<file path="src/hdl/npls_dist.sv">
// ----------------------------------------------------------------------------
// npls_dist
// two stage squared distance pipeline: squares, then their sum
// ----------------------------------------------------------------------------
module npls_dist #(
    parameter int COORD_BITS = 16,
    parameter int IDX_W      = 10,
    parameter int DIST_W     = 2 * COORD_BITS + 2
) (
    input  logic                    i_clk,
    input  logic                    i_rst_n,
    input  logic                    i_valid,
    input  logic [IDX_W-1:0]        i_index,
    input  logic [3*COORD_BITS-1:0] i_point,
    input  logic [3*COORD_BITS-1:0] i_query,
    output logic                    o_valid,
    output logic                    o_busy,
    output logic [IDX_W-1:0]        o_index,
    output logic [3*COORD_BITS-1:0] o_point,
    output logic [DIST_W-1:0]       o_dist
);

    localparam int C  = COORD_BITS;
    localparam int SW = 2 * C;

    logic signed [C:0]      dx, dy, dz;
    logic signed [2*C+1:0]  px, py, pz;

    logic                   r_v1, r_v2;
    logic [IDX_W-1:0]       r_idx1, r_idx2;
    logic [3*C-1:0]         r_pt1, r_pt2;
    logic [SW-1:0]          r_sqx, r_sqy, r_sqz;
    logic [DIST_W-1:0]      r_dist;

    // differences are exact with one extra bit
    assign dx = $signed({i_point[3*C-1], i_point[3*C-1:2*C]})
              - $signed({i_query[3*C-1], i_query[3*C-1:2*C]});
    assign dy = $signed({i_point[2*C-1], i_point[2*C-1:C]})
              - $signed({i_query[2*C-1], i_query[2*C-1:C]});
    assign dz = $signed({i_point[C-1], i_point[C-1:0]})
              - $signed({i_query[C-1], i_query[C-1:0]});

    assign px = dx * dx;
    assign py = dy * dy;
    assign pz = dz * dz;

    always_ff @(posedge i_clk) begin
        if (!i_rst_n) begin
            r_v1 <= 1'b0;
            r_v2 <= 1'b0;
        end else begin
            r_v1 <= i_valid;
            r_v2 <= r_v1;
        end
        r_idx1 <= i_index;
        r_pt1  <= i_point;
        // a square of a difference never needs more than 2C bits
        r_sqx  <= px[SW-1:0];
        r_sqy  <= py[SW-1:0];
        r_sqz  <= pz[SW-1:0];
        r_idx2 <= r_idx1;
        r_pt2  <= r_pt1;
        r_dist <= DIST_W'(r_sqx) + DIST_W'(r_sqy) + DIST_W'(r_sqz);
    end

    assign o_valid = r_v2;
    assign o_busy  = r_v1 | r_v2;
    assign o_index = r_idx2;
    assign o_point = r_pt2;
    assign o_dist  = r_dist;

endmodule

</file>
<file path="config.mk">
export PLATFORM = sky130hd
export DESIGN_NAME = npls_dist
export DESIGN_NICKNAME = d
export VERILOG_FILES = /design/src/hdl/npls_dist.sv
export SDC_FILE = /design/constraint.sdc
export NUM_CORES = 2
export LEC_CHECK = 0
export BUFFER_PORTS_ARGS = -buffer_cell sky130_fd_sc_hd__clkbuf_2
export CORE_MARGIN = 1.5
export CORE_UTILIZATION = 30
export CTS_CLUSTER_DIAMETER = 30
export DETAILED_ROUTE_END_ITERATION = 6
export GPL_ROUTABILITY_DRIVEN = 0
export GPL_TIMING_DRIVEN = 0
export PLACE_DENSITY = 0.5
export SLEW_MARGIN = 20
export SYNTH_ARGS = -nofsm -noshare
export SYNTH_HDL_FRONTEND = slang
export SYNTH_SLANG_ARGS = --single-unit
</file>
<file path="constraint.sdc">
create_clock -name i_clk -period 15.19 [get_ports i_clk]
set_input_delay 0 -clock i_clk [delete_from_list [all_inputs] [get_ports i_clk]]
set_output_delay 0 -clock i_clk [all_outputs]
set_load 0.05 [all_outputs]
</file>
==> reports/qor.csv <==
stage;metric;value;unit
run_status;status;finished clean;
setup_path;cp_top_family;adder cells;
global_route;overflow;0;
sta;clock.fmax;0.1098;GHz
setup_path;cpPeakStageDelay;0.58;ns
placed_design;dpl.hpwl;76.52;mm
sta;slew-limit-headroom;22.71;%
floorplan;die_area;124700;um^2
logic_synthesis;synth_edf_count;0;
logic_synthesis;synth_warnings;0;
setup_path;startpoint_type;input port;
route;via_per_inst;4.349;
route;routed_wl;90.29;mm
setup_path;cpMaxStageDelayCell;fa_1;
logic_synthesis;synth_top_cells_by_area;fa_1 44%, dfxtp_1 13%, ha_1 11%;
global_route;grtUsageMet3;2.703;%
clock_tree;cts_made_buffers;60;
clock_tree;clkTransAtPathRegs;0.04;ns
logic_synthesis;syn_area_per_cell;9.561;um^2
sta;rsz0062_at_grt;false;
clock_tree;cts_tree;done;
logic_synthesis;ys_seq_area_share;13.34;%
route;initialDrtViolationCount;1070;
sta;period_share;59.96;%
sta;post-route-min-period;9.108;ns
job;max_cap_violations;0;
logic_synthesis;yosys.area.top_type;fa_1;
clock_tree;htree_levels;2;
floorplan;floorplan.rows;128;
route;vias;25630;
global_route;grt.busiest_layer;met2;
logic_synthesis;async_reset_ff_share;0;%
sta;drv_slew;0;
worst_hold_path;hold_class;in -> reg;
layout;layout-drive-gt1-share;8.531;%
setup_path;cp.required;15.72;ns
clock_tree;cts.path.max_buffers;3;
clock_tree;cts_resized;0;
route;wl_per_cell;15.32;um
logic_synthesis;syn_inst;3846;
logic_synthesis;synth_seq_cells;245;
sta;fin_worst_skew;0.07643;ns
global_route;grt_usage;15.33;%
floorplan;die_w;353.1;um
setup_path;cp-end-kind;register;
logic_synthesis;synth.top_cells.by_count;1036 x inv_1, 806 x fa_1, 341 x nor2_1;
sta;worst-slew-pin-transition;1.155;ns
clock_tree;cts_root_buf;clkbuf_16;
sta;hold_viol_final;0;
clock_tree;cts_sinks;245;
route;dr.pass1.iters;5;
setup_path;path_buf_inv;10;
logic_synthesis;yosys.area.top_type_share;43.88;%
sta;timing.setup.tns;0;ns
floorplan;io_pins;203;
global_route;grt_pass1_vias;28340;
logic_synthesis;synth_flop_cell;dfxtp_1;
clock_tree;clk_latency;0.68;ns
logic_synthesis;syn_area;36770;um^2
setup_path;cp.arrival;9.64;ns
placed_design;io_buffers;202;
layout;area_delta_synth_final;17.24;%
logic_synthesis;yosysMostFrequentCell;inv_1;
global_route;grt_start_max_net_pins;21;
floorplan;core_area;121700;um^2
floorplan;die_h;353.1;um
global_route;antenna_found_initial;2;
route;ant_nets;0;
route;drc;0;
logic_synthesis;ys_types;82;
setup_path;cp_max_fo;10;
setup_path;critPathKind;in -> reg;
global_route;gr-usage-met1;20.47;%
floorplan;start_util;30.21;%
layout;nets;5447;
global_route;grt_pass1_wl;150.7;mm
sta;setup_viol;0;
global_route;grt.met2_usage;25.54;%
==> worst register-to-register path: stages, from the launching register on <==
cell      delay, ns
dfxtp_1        0.31
fa_1           0.47
ha_1           0.34
o21ai_1        0.24
o21ai_1        0.18
a311oi_1       0.32
o21bai_1       0.15
o41a_1         0.45
o31ai_1        0.70
o21ai_1        0.27
o31ai_1        0.34
xnor2_1        0.17
==> through the flow <==
step	setup WS, ns	cells	utilization [%]	cell area (um^2)	hold WS [ns]
final	6.082	5894	35.42	43110	0.05400
after detailed placement	5.858	5676	32.79	39920	0.1039
after global routing	5.476	5892	35.41	43100	0.03889
after CTS	5.947	5892	35.41	43100	0.003362
after global placement	5.617	5675	32.72	39820	0.1026
after floorplan	7.703	3848	-	36780	0.02772
==> cell type report <==
type / instances / area, um^2
Timing Repair Buffer: 307 / 2063
Sequential cell: 245 / 4905
Clock buffer: 72 / 1607
Buffer: 76 / 304.0
Clock inverter: 40 / 533.0
Multi-Input combinational cell: 2477 / 27710
Fill cell: 12530 / 78610
Tap cell: 1625 / 2033
Antenna cell: 2 / 5.005
Inverter: 1050 / 3954
==> metal layers <==
metal / wire, um / vias up
met5: 0 / -
met4: 2292 / 0
met3: 4735 / 106
met2: 42760 / 513
met1: 40510 / 12810
li1: - / 12200
==> registers in the layout (all words and copies together) (netlist names) <==
signal	count
r_v1	1
o_index	10
o_point	48
o_dist	34
r_sqy	31
o_valid	1
r_idx1	10
r_pt1	48
r_sqz	31
r_sqx	31
==> what timing repair did <==
action	CTS	global route
endpoints found under the setup margin	0	0
endpoints found under the hold margin	61	0
hold buffers	104	0
buffers inserted	0	0
==> cells by family (layout without fill, tap and decap cells) <==
kind of cell	after synthesis	count (layout)	share of synthesized area [%]
adders and majority gates	1121	1121	54.60
AOI/OAI and AO/OA	373	373	6.724
and+or+nand+nor	788	788	9.075
buffers and inverters	1126	1545	11.58
xor gates and xnor gates	190	190	4.618
other	1	5	0.01020
DFF	245	245	13.34
muxes	2	2	0.05445
==> path summary, 6_finish.rpt <==
| check | from | endpoint | slack [ns] | cells after the start |
|---|---|---|---|---|
| hold / removal | i_point[11] | r_pt1[11]$_DFF_P_ | 0.05 | 2 |
| setup / recovery | i_point[16] | r_sqy[31]$_DFF_P_ | 6.08 | 36 |
| hold reg to reg | r_pt1[29]$_DFF_P_ | o_point[29]$_DFF_P_ | 0.32 | 0 |
| setup reg to reg | r_sqx[4]$_DFF_P_ | o_dist[30]$_DFF_P_ | 11.13 | 11 |
==> cell usage in the layout (no fill, tap or decap), types with 98 or more instances in the layout <==
master / count
clkbuf_2: 202
nand2_1: 281
a21oi_1: 98
dlygate4sd3_1: 104
xnor2_1: 130
inv_1: 1036
ha_1: 315
fa_1: 806
nor2_1: 341
dfxtp_1: 245
Power is not shown: default switching activity piles up to over one toggle a cycle in this logic, so the estimate is an artifact.
